## src/design/sslim_pkg.sv

```systemverilog
// Shared types and constants of the servo slew limiter.
package sslim_pkg;

  localparam int NUM_DOTS  = 6;
  localparam int CFG_W     = 48;
  localparam int CFG_IDX_W = 1;

  localparam logic [1:0] REQ_TICK    = 2'd0;
  localparam logic [1:0] REQ_LOAD    = 2'd1;
  localparam logic [1:0] REQ_ENABLE  = 2'd2;
  localparam logic [1:0] REQ_DISABLE = 2'd3;

  localparam logic [CFG_IDX_W-1:0] CFG_RAISED  = 1'd0;
  localparam logic [CFG_IDX_W-1:0] CFG_LOWERED = 1'd1;

  localparam logic [CFG_W-1:0] RAISED_RESET  = 48'd44152937523240;
  localparam logic [CFG_W-1:0] LOWERED_RESET = 48'd22076468761620;

  localparam logic [7:0] DEG_MAX   = 8'd180;
  localparam logic [7:0] DEG_RESET = 8'd20;
  localparam logic [6:0] SPEED_MAX = 7'd100;

  typedef struct packed {
    logic [1:0] req_type;
    logic [5:0] cell_bits;
  } op_t;

  typedef struct packed {
    logic [7:0] deg;
    logic       off_target;
  } lane_stat_t;

endpackage

```

## src/design/sslim_if.sv

```systemverilog
// Request and result channel interfaces of the servo slew limiter.
interface sslim_req_if;
  logic       valid;
  logic       ready;
  logic [1:0] req_type;
  logic [5:0] cell_bits;
  logic [6:0] speed_percent;

  modport source(output valid, output req_type, output cell_bits, output speed_percent,
                 input ready);
  modport sink(input valid, input req_type, input cell_bits, input speed_percent,
               output ready);
endinterface

interface sslim_res_if;
  logic       valid;
  logic       ready;
  logic [7:0] angle_dot1;
  logic [7:0] angle_dot2;
  logic [7:0] angle_dot3;
  logic [7:0] angle_dot4;
  logic [7:0] angle_dot5;
  logic [7:0] angle_dot6;
  logic       moving;
  logic       motion_enabled;

  modport source(output valid, output angle_dot1, output angle_dot2, output angle_dot3,
                 output angle_dot4, output angle_dot5, output angle_dot6,
                 output moving, output motion_enabled, input ready);
  modport sink(input valid, input angle_dot1, input angle_dot2, input angle_dot3,
               input angle_dot4, input angle_dot5, input angle_dot6,
               input moving, input motion_enabled, output ready);
endinterface

```

## src/design/six_channel_servo_slew_limiter_top.sv

```systemverilog
// Top level of the six-lane servo slew limiter.
//
//   channel | dir | handshake           | payload
//   req     | in  | valid/ready         | req_type, cell_bits, speed_percent
//   res     | out | valid/ready         | angle_dot1..6, moving, motion_enabled
//   cfg     | in  | cfg_we (no ready)   | cfg_index, cfg_data
//
// One item per cycle while the result side is not stalled; a request goes from the step
// register through the lane update into the result register.
// All lanes update in parallel; the step multiply sits in its own stage.
// Synchronous reset drops valids and loads the reset angles, pattern, enable and registers.
// A stalled result holds; one more request is taken into the step stage meanwhile.
module six_channel_servo_slew_limiter_top import sslim_pkg::*; #(
  parameter int LANES     = 6,
  parameter int FRAC_BITS = 8
) (
  input  logic                 clk,
  input  logic                 rst,
  input  logic                 cfg_we,
  input  logic [CFG_IDX_W-1:0] cfg_index,
  input  logic [CFG_W-1:0]     cfg_data,
  sslim_req_if.sink            req,
  sslim_res_if.source          res
);

  localparam int STEP_W = 7 + FRAC_BITS;

  logic [CFG_W-1:0]  raised;
  logic [CFG_W-1:0]  lowered;
  logic              s1_valid;
  op_t               s1_op;
  logic [STEP_W-1:0] step;
  logic [5:0]        pattern;
  logic [5:0]        pattern_next;
  logic              servo_enabled;
  logic              servo_enabled_next;
  logic              advance;
  logic              fire;
  logic              take;
  logic              tick;
  logic              any_moving;
  lane_stat_t        lane_stat [LANES];
  logic [7:0]        dot_deg [NUM_DOTS];
  logic              out_valid;
  logic [7:0]        out_deg [NUM_DOTS];
  logic              out_moving;
  logic              out_enabled;

  assign advance   = !out_valid || res.ready;
  assign fire      = s1_valid && advance;
  assign req.ready = !s1_valid || advance;
  assign take      = req.valid && req.ready;

  always_ff @(posedge clk) begin
    if (rst) begin
      raised  <= RAISED_RESET;
      lowered <= LOWERED_RESET;
    end else if (cfg_we) begin
      case (cfg_index)
        CFG_RAISED:  raised <= cfg_data;
        CFG_LOWERED: lowered <= cfg_data;
        default: ;
      endcase
    end
  end

  // step stage
  always_ff @(posedge clk) begin
    if (rst) begin
      s1_valid <= 1'b0;
    end else if (take) begin
      s1_valid <= 1'b1;
    end else if (fire) begin
      s1_valid <= 1'b0;
    end
  end

  always_ff @(posedge clk) begin
    if (take) begin
      s1_op.req_type  <= req.req_type;
      s1_op.cell_bits <= req.cell_bits;
    end
  end

  sslim_step #(.FRAC_BITS(FRAC_BITS)) u_step (
    .clk  (clk),
    .load (take),
    .speed(req.speed_percent),
    .step (step)
  );

  // command decode in the update stage
  always_comb begin
    pattern_next       = pattern;
    servo_enabled_next = servo_enabled;
    if (fire) begin
      case (s1_op.req_type)
        REQ_LOAD:    pattern_next = s1_op.cell_bits;
        REQ_ENABLE:  servo_enabled_next = 1'b1;
        REQ_DISABLE: servo_enabled_next = 1'b0;
        default: ;
      endcase
    end
  end

  assign tick = fire && (s1_op.req_type == REQ_TICK) && servo_enabled;

  always_ff @(posedge clk) begin
    if (rst) begin
      pattern       <= '0;
      servo_enabled <= 1'b1;
    end else begin
      pattern       <= pattern_next;
      servo_enabled <= servo_enabled_next;
    end
  end

  for (genvar i = 0; i < LANES; i++) begin : g_lane
    logic [7:0] tgt_deg;
    if (i < NUM_DOTS) begin : g_dot
      logic [7:0] raw;
      assign raw     = pattern_next[i] ? raised[8*i +: 8] : lowered[8*i +: 8];
      assign tgt_deg = (raw > DEG_MAX) ? DEG_MAX : raw;
    end else begin : g_extra
      assign tgt_deg = '0;
    end

    sslim_lane #(.FRAC_BITS(FRAC_BITS)) u_lane (
      .clk    (clk),
      .rst    (rst),
      .advance(tick),
      .step   (step),
      .target ({tgt_deg, {FRAC_BITS{1'b0}}}),
      .stat   (lane_stat[i])
    );
  end

  // merge lanes
  always_comb begin
    any_moving = 1'b0;
    for (int i = 0; i < LANES; i++) begin
      any_moving = any_moving | lane_stat[i].off_target;
    end
  end

  for (genvar j = 0; j < NUM_DOTS; j++) begin : g_out
    if (j < LANES) begin : g_used
      assign dot_deg[j] = lane_stat[j].deg;
    end else begin : g_absent
      assign dot_deg[j] = '0;
    end
  end

  always_ff @(posedge clk) begin
    if (rst) begin
      out_valid <= 1'b0;
    end else if (fire) begin
      out_valid <= 1'b1;
    end else if (res.ready) begin
      out_valid <= 1'b0;
    end
  end

  always_ff @(posedge clk) begin
    if (fire) begin
      out_deg     <= dot_deg;
      out_moving  <= any_moving;
      out_enabled <= servo_enabled_next;
    end
  end

  assign res.valid          = out_valid;
  assign res.angle_dot1     = out_deg[0];
  assign res.angle_dot2     = out_deg[1];
  assign res.angle_dot3     = out_deg[2];
  assign res.angle_dot4     = out_deg[3];
  assign res.angle_dot5     = out_deg[4];
  assign res.angle_dot6     = out_deg[5];
  assign res.moving         = out_moving;
  assign res.motion_enabled = out_enabled;

endmodule

```

## src/design/sslim_step.sv

```systemverilog
// Step size stage: speed percent to a fixed-point step, divided by 100 via reciprocal.
module sslim_step import sslim_pkg::*; #(
  parameter int FRAC_BITS = 8
) (
  input  logic                 clk,
  input  logic                 load,
  input  logic [6:0]           speed,
  output logic [FRAC_BITS+6:0] step
);

  // numerator (100 + 89*s) << FRAC_BITS stays below 2^NUM_W
  localparam int NUM_W  = 14 + FRAC_BITS;
  localparam int SHIFT  = NUM_W + 7;
  localparam int PROD_W = NUM_W + SHIFT - 6;
  localparam int STEP_W = 7 + FRAC_BITS;
  localparam logic [63:0] RECIP = ((64'd1 << SHIFT) + 64'd99) / 64'd100;
  localparam logic [PROD_W-1:0] BASE_C  = PROD_W'(64'd100 * (64'd1 << FRAC_BITS) * RECIP);
  localparam logic [PROD_W-1:0] SLOPE_C = PROD_W'(64'd89 * (64'd1 << FRAC_BITS) * RECIP);

  logic [6:0]        speed_sat;
  logic [PROD_W-1:0] prod;

  assign speed_sat = (speed > SPEED_MAX) ? SPEED_MAX : speed;
  assign prod      = BASE_C + PROD_W'(speed_sat) * SLOPE_C;

  always_ff @(posedge clk) begin
    if (load) begin
      step <= prod[SHIFT +: STEP_W];
    end
  end

endmodule

```

## src/design/sslim_lane.sv

```systemverilog
// One servo lane: angle register, slew toward target with clamp, rounding.
module sslim_lane import sslim_pkg::*; #(
  parameter int FRAC_BITS = 8
) (
  input  logic                 clk,
  input  logic                 rst,
  input  logic                 advance,
  input  logic [FRAC_BITS+6:0] step,
  input  logic [FRAC_BITS+7:0] target,
  output lane_stat_t           stat
);

  localparam int AW = 8 + FRAC_BITS;

  logic [AW-1:0] angle;
  logic [AW-1:0] angle_next;
  logic [AW-1:0] moved;
  logic [AW:0]   up_sum;
  logic [AW-1:0] down_diff;
  logic [AW-1:0] step_ext;
  logic [AW:0]   round_sum;

  assign step_ext  = AW'(step);
  assign up_sum    = {1'b0, angle} + {1'b0, step_ext};
  assign down_diff = angle - target;

  always_comb begin
    if (angle < target) begin
      moved = (up_sum > {1'b0, target}) ? target : up_sum[AW-1:0];
    end else if (angle > target) begin
      moved = (down_diff > step_ext) ? angle - step_ext : target;
    end else begin
      moved = angle;
    end
  end

  assign angle_next = advance ? moved : angle;

  always_ff @(posedge clk) begin
    if (rst) begin
      angle <= {DEG_RESET, {FRAC_BITS{1'b0}}};
    end else begin
      angle <= angle_next;
    end
  end

  // round half up to whole degrees
  assign round_sum       = {1'b0, angle_next} + ((AW+1)'(1) << (FRAC_BITS - 1));
  assign stat.deg        = round_sum[FRAC_BITS +: 8];
  assign stat.off_target = (angle_next != target);

endmodule

```

## src/flat_wrapper.sv

```systemverilog
// flat-port wrapper written by rule: the top's interface ports become plain ports
module six_channel_servo_slew_limiter_top_flat import sslim_pkg::*;
#(
  parameter int LANES     = 6,
  parameter int FRAC_BITS = 8
)
  (clk, rst, cfg_we, cfg_index, cfg_data, req_valid, req_req_type, req_cell_bits, req_speed_percent, req_ready, res_valid, res_angle_dot1, res_angle_dot2, res_angle_dot3, res_angle_dot4, res_angle_dot5, res_angle_dot6, res_moving, res_motion_enabled, res_ready);
  sslim_req_if req_i ();
  sslim_res_if res_i ();
  input  logic clk;
  input  logic rst;
  input  logic cfg_we;
  input  logic [CFG_IDX_W-1:0] cfg_index;
  input  logic [CFG_W-1:0] cfg_data;
  input wire logic [$bits(req_i.valid)-1:0] req_valid;
  input wire logic [$bits(req_i.req_type)-1:0] req_req_type;
  input wire logic [$bits(req_i.cell_bits)-1:0] req_cell_bits;
  input wire logic [$bits(req_i.speed_percent)-1:0] req_speed_percent;
  output wire logic [$bits(req_i.ready)-1:0] req_ready;
  output wire logic [$bits(res_i.valid)-1:0] res_valid;
  output wire logic [$bits(res_i.angle_dot1)-1:0] res_angle_dot1;
  output wire logic [$bits(res_i.angle_dot2)-1:0] res_angle_dot2;
  output wire logic [$bits(res_i.angle_dot3)-1:0] res_angle_dot3;
  output wire logic [$bits(res_i.angle_dot4)-1:0] res_angle_dot4;
  output wire logic [$bits(res_i.angle_dot5)-1:0] res_angle_dot5;
  output wire logic [$bits(res_i.angle_dot6)-1:0] res_angle_dot6;
  output wire logic [$bits(res_i.moving)-1:0] res_moving;
  output wire logic [$bits(res_i.motion_enabled)-1:0] res_motion_enabled;
  input wire logic [$bits(res_i.ready)-1:0] res_ready;
  assign req_i.valid = req_valid;
  assign req_i.req_type = req_req_type;
  assign req_i.cell_bits = req_cell_bits;
  assign req_i.speed_percent = req_speed_percent;
  assign req_ready = req_i.ready;
  assign res_valid = res_i.valid;
  assign res_angle_dot1 = res_i.angle_dot1;
  assign res_angle_dot2 = res_i.angle_dot2;
  assign res_angle_dot3 = res_i.angle_dot3;
  assign res_angle_dot4 = res_i.angle_dot4;
  assign res_angle_dot5 = res_i.angle_dot5;
  assign res_angle_dot6 = res_i.angle_dot6;
  assign res_moving = res_i.moving;
  assign res_motion_enabled = res_i.motion_enabled;
  assign res_i.ready = res_ready;
  six_channel_servo_slew_limiter_top #(.LANES(LANES), .FRAC_BITS(FRAC_BITS)) u_core (.clk(clk), .rst(rst), .cfg_we(cfg_we), .cfg_index(cfg_index), .cfg_data(cfg_data), .req(req_i), .res(res_i));
endmodule
```

## config.mk

```make
export PLATFORM = sky130hd
export DESIGN_NAME = six_channel_servo_slew_limiter_top_flat
export DESIGN_NICKNAME = d
export VERILOG_FILES = /design/src/design/sslim_pkg.sv /design/src/design/sslim_if.sv /design/src/design/six_channel_servo_slew_limiter_top.sv /design/src/design/sslim_step.sv /design/src/design/sslim_lane.sv /design/src/flat_wrapper.sv
export SDC_FILE = /design/constraint.sdc
export NUM_CORES = 2
export LEC_CHECK = 0
export ABC_AREA = 1
export BUFFER_PORTS_ARGS = -buffer_cell sky130_fd_sc_hd__buf_2
export CAP_MARGIN = 5
export CORE_MARGIN = 2
export CORE_UTILIZATION = 67
export CTS_BUF_LIST = sky130_fd_sc_hd__clkbuf_4
export DETAILED_ROUTE_END_ITERATION = 6
export PLACE_DENSITY = 0.85
export SYNTH_ARGS = -nofsm -noshare
export SYNTH_HDL_FRONTEND = slang
export SYNTH_HIERARCHICAL = 1
export SYNTH_SLANG_ARGS = --single-unit
```

## constraint.sdc

```tcl
create_clock -name clk -period 7.05 [get_ports clk]
set_clock_uncertainty 0.05 [all_clocks]
set_input_delay 0.3525 -clock clk [delete_from_list [all_inputs] [get_ports clk]]
set_output_delay 0.3525 -clock clk [all_outputs]
set_load 0.02 [all_outputs]
```

==> reports/metrics.cfg <==
[run_status]
status = complete, but fails checks
violations = DRC

[placed_design]
dp_cells = 7815
gp_congestion = 1.037
hpwlAfterDp_microns = 111700
port_buffers = 120

[setup_path]
start_kind = flop
slowest_stage = edfxtp_1
critPathMaxFanout = 16
crit_type = flop to flop
cpMostUsedCell = nand2_1
reg2reg_from = u_core/s1_op[7]$_DFFE_PP_
crit_required_ns = 7.62
arrival_ns = 7.21
reg2reg_setup_slack_ns = 0.41
slowest_delay_ns = 0.45
worstSetupStartpoint = u_core/s1_op[7]$_DFFE_PP_
endpoint_kind = flop
rr_worst_depth = 39

[synthesis]
dominantRegCellSynth = dfxtp_1
synth_seq_area_share_pct = 14.48
synthSimpleGateAreaFrac_pct = 38.44
synth_edf_count = 73
synth_fa_ha_area_share_pct = 18.80
netlist-cell-type-count = 66
synth_xor_area_share_pct = 5.163
yosysWarnings = 6
synth_top_family_by_area = simple AND/OR/NAND/NOR gates
synth_top_area_share_pct = 16.24
yosysTopAreaCell = ha_1
postSynthAreaPerCell_sq_um = 6.320
synthMuxAreaShare_pct = 0
synth-seq-cells = 274
netlist_top_cells_count = nand2_1 (1830), inv_1 (844), nand3_1 (726)
synth_area_leaders = ha_1 (16%), nand2_1 (16%), dfxtp_1 (9.4%)
async_reset_ff_share_pct = 0
synth_compound_area_share_pct = 12.70
syn_area_sq_um = 42920
syn_inst = 6792
synth_most_common_cell = nand2_1

[sta]
fin_crit_sh_pct = 94.15
setup_viol = 0
fmax_mhz = 150.7
drv_slew = 0
relSlewSlack_pct = 23.63
hold-worst-slack_ns = 0.09919
worstMarginPinSlew_ns = 1.146
fin_crit_ns = 6.637
hold_violations = 0
tns_ns = 0

[pwr]
p_seq_share_pct = 12.3
powerDensity_nw_per_um2 = 379.4
p_int_mw = 7.201
irDropWorstVdd_mv = 0.4025
clkPwrFrac_pct = 9.0
netSwitchingPower_mw = 10.40
p_leak_nw = 25.03
p_sw_share_pct = 59.08
combPwrFrac_pct = 78.7

[global_route]
grt_pass1_vias = 43820
grt-ovfl-total = 0
grt_max_degree = 97
grt_antenna_before_repair = 3
grtUsageTotal_pct = 42.27
grt_pass1_wl_microns = 226400

[drt]
firstDrtPassIters = 7
drc = 23
num_vias = 47330
drt_iter0_drc = 5592
detail-route-antenna-nets = 0
wl_per_cell_microns = 18.02
wl_microns = 144700
via_per_inst = 5.895

[clock_network]
cts_num_sinks = 274
cts_max_level = 3
cts_buffer_depth = 3
tritoncts = done
clkTransAtPathRegs_ns = 0.07
cts_buffers = 78
cts_root_buf = clkbuf_4
insertion_delay_ns = 0.91

[layout]
regArea_sq_um = 6217
instances_no_fill = 8028
syn_to_final_growth_pct = 8.075
multiInputGateArea_sq_um = 32970
layout-drive-gt1-share_pct = 10.68
fillCellCount = 5426
layout.nets = 7796

[floorplanning]
core_sq_um = 63200
die_h_microns = 257.1
die_width_microns = 257.1
start_util_pct = 67.92
num_rows = 92
io_pins = 121
dieArea_sq_um = 66100

[worst_hold_path]
holdCritStartpoint = rst
whs_path_depth = 3
worstHoldPathType = input port to flop

[job]
drv_cap = 0

[critical path: cells and delay by family (launching register included)]
kind            cells  cell delay [ns]
flops               1             0.45
compound gates      6             1.19
simple gates       26             3.33
xor+xnor            1             0.17
fa+ha+maj           2             0.67
buf+inv             4             0.47
[what timing repair did]
action / in CTS / in global routing
buffers inserted: 0 / 4
resized for setup: 0 / 16
setup endpoints to repair: 0 / 11
hold buffers: 61 / 0
hold endpoints to repair: 106 / 0
[registers in the layout (all words and copies together) (netlist names), 15 cells and up]
name,count
u_core/g_lane.u_lane/angle,96
u_core/lowered,48
u_core/raised,48
u_core/u_step/step,15
[layer usage]
layer | global-route usage [%] | up-vias | wire [microns]
met1 | 54.24 | 21360 | 57410
met4 | 22.04 | 0 | 8254
li1 | - | 22800 | -
met5 | 0 | - | 0
met3 | 8.304 | 510 | 15990
met2 | 67.16 | 2664 | 63030
[kinds of logic (layout without fill, tap and decap cells)]
family	count (synthesis)	after routing
AND/OR/NAND/NOR	3603	3604
adder cells (fa/ha/maj)	612	612
buffers and inverters	1079	1295
XOR/XNOR	253	253
AO/OA/AOI/OAI	970	970
other	1	174
flip-flops	274	274
[worst paths after layout]
kind	endpoint
setup / recovery	u_core/res.moving$_DFFE_PN_
setup reg to reg	u_core/res.moving$_DFFE_PN_
hold reg to reg	u_core/raised[43]$_SDFFE_PP1P_
hold / removal	u_core/g_lane[3].u_lane/angle[4]$_SDFF_PP0_
[area by class of cell]
type                            instances  share of cell area [%]
Antenna cell                            3                 0.01618
Clock buffer                          108                   1.748
Clock inverter                         36                  0.4262
Inverter                              905                   7.353
Multi-Input combinational cell       5610                   71.07
Sequential cell                       274                   13.40
Tap cell                              846                   2.282
Timing Repair Buffer                  246                   3.703
[power groups by stage]
stage	registers, mW	clock network, mW	logic [mW]
global placement	2.17	0	13.0
finish	2.16	1.59	13.8
CTS	2.14	1.60	13.4
floorplan	2.07	0	10.3
global route	2.16	1.69	15.3
detailed placement	2.17	0	13.3
[layout by cell type (no fill, tap or decap), drive strengths merged, types with 93 or more instances in the layout]
master and n:
a21oi 607, buf 185, clkbuf 108, conb 171, dfxtp 201, ha 557
inv 898, nand2 2036, nand3 790, nand4 93, nor2 532, o21ai 206
xor2 212
[per-stage QoR]
| step | utilization, % | setup WS, ns | area (sq um) | total power, mW |
|---|---|---|---|---|
| floorplan | - | 1.488 | 43560 | 12.38 |
| global placement | 70.65 | 0.06512 | 44650 | 15.19 |
| detailed placement | 70.65 | 0.07195 | 44650 | 15.42 |
| CTS | 73.22 | 0.04186 | 46270 | 17.11 |
| global route | 73.40 | -0.03278 | 46390 | 19.17 |
| finish | 73.40 | 0.4127 | 46390 | 17.60 |
Note: power is estimated with default switching activity, not from simulation.
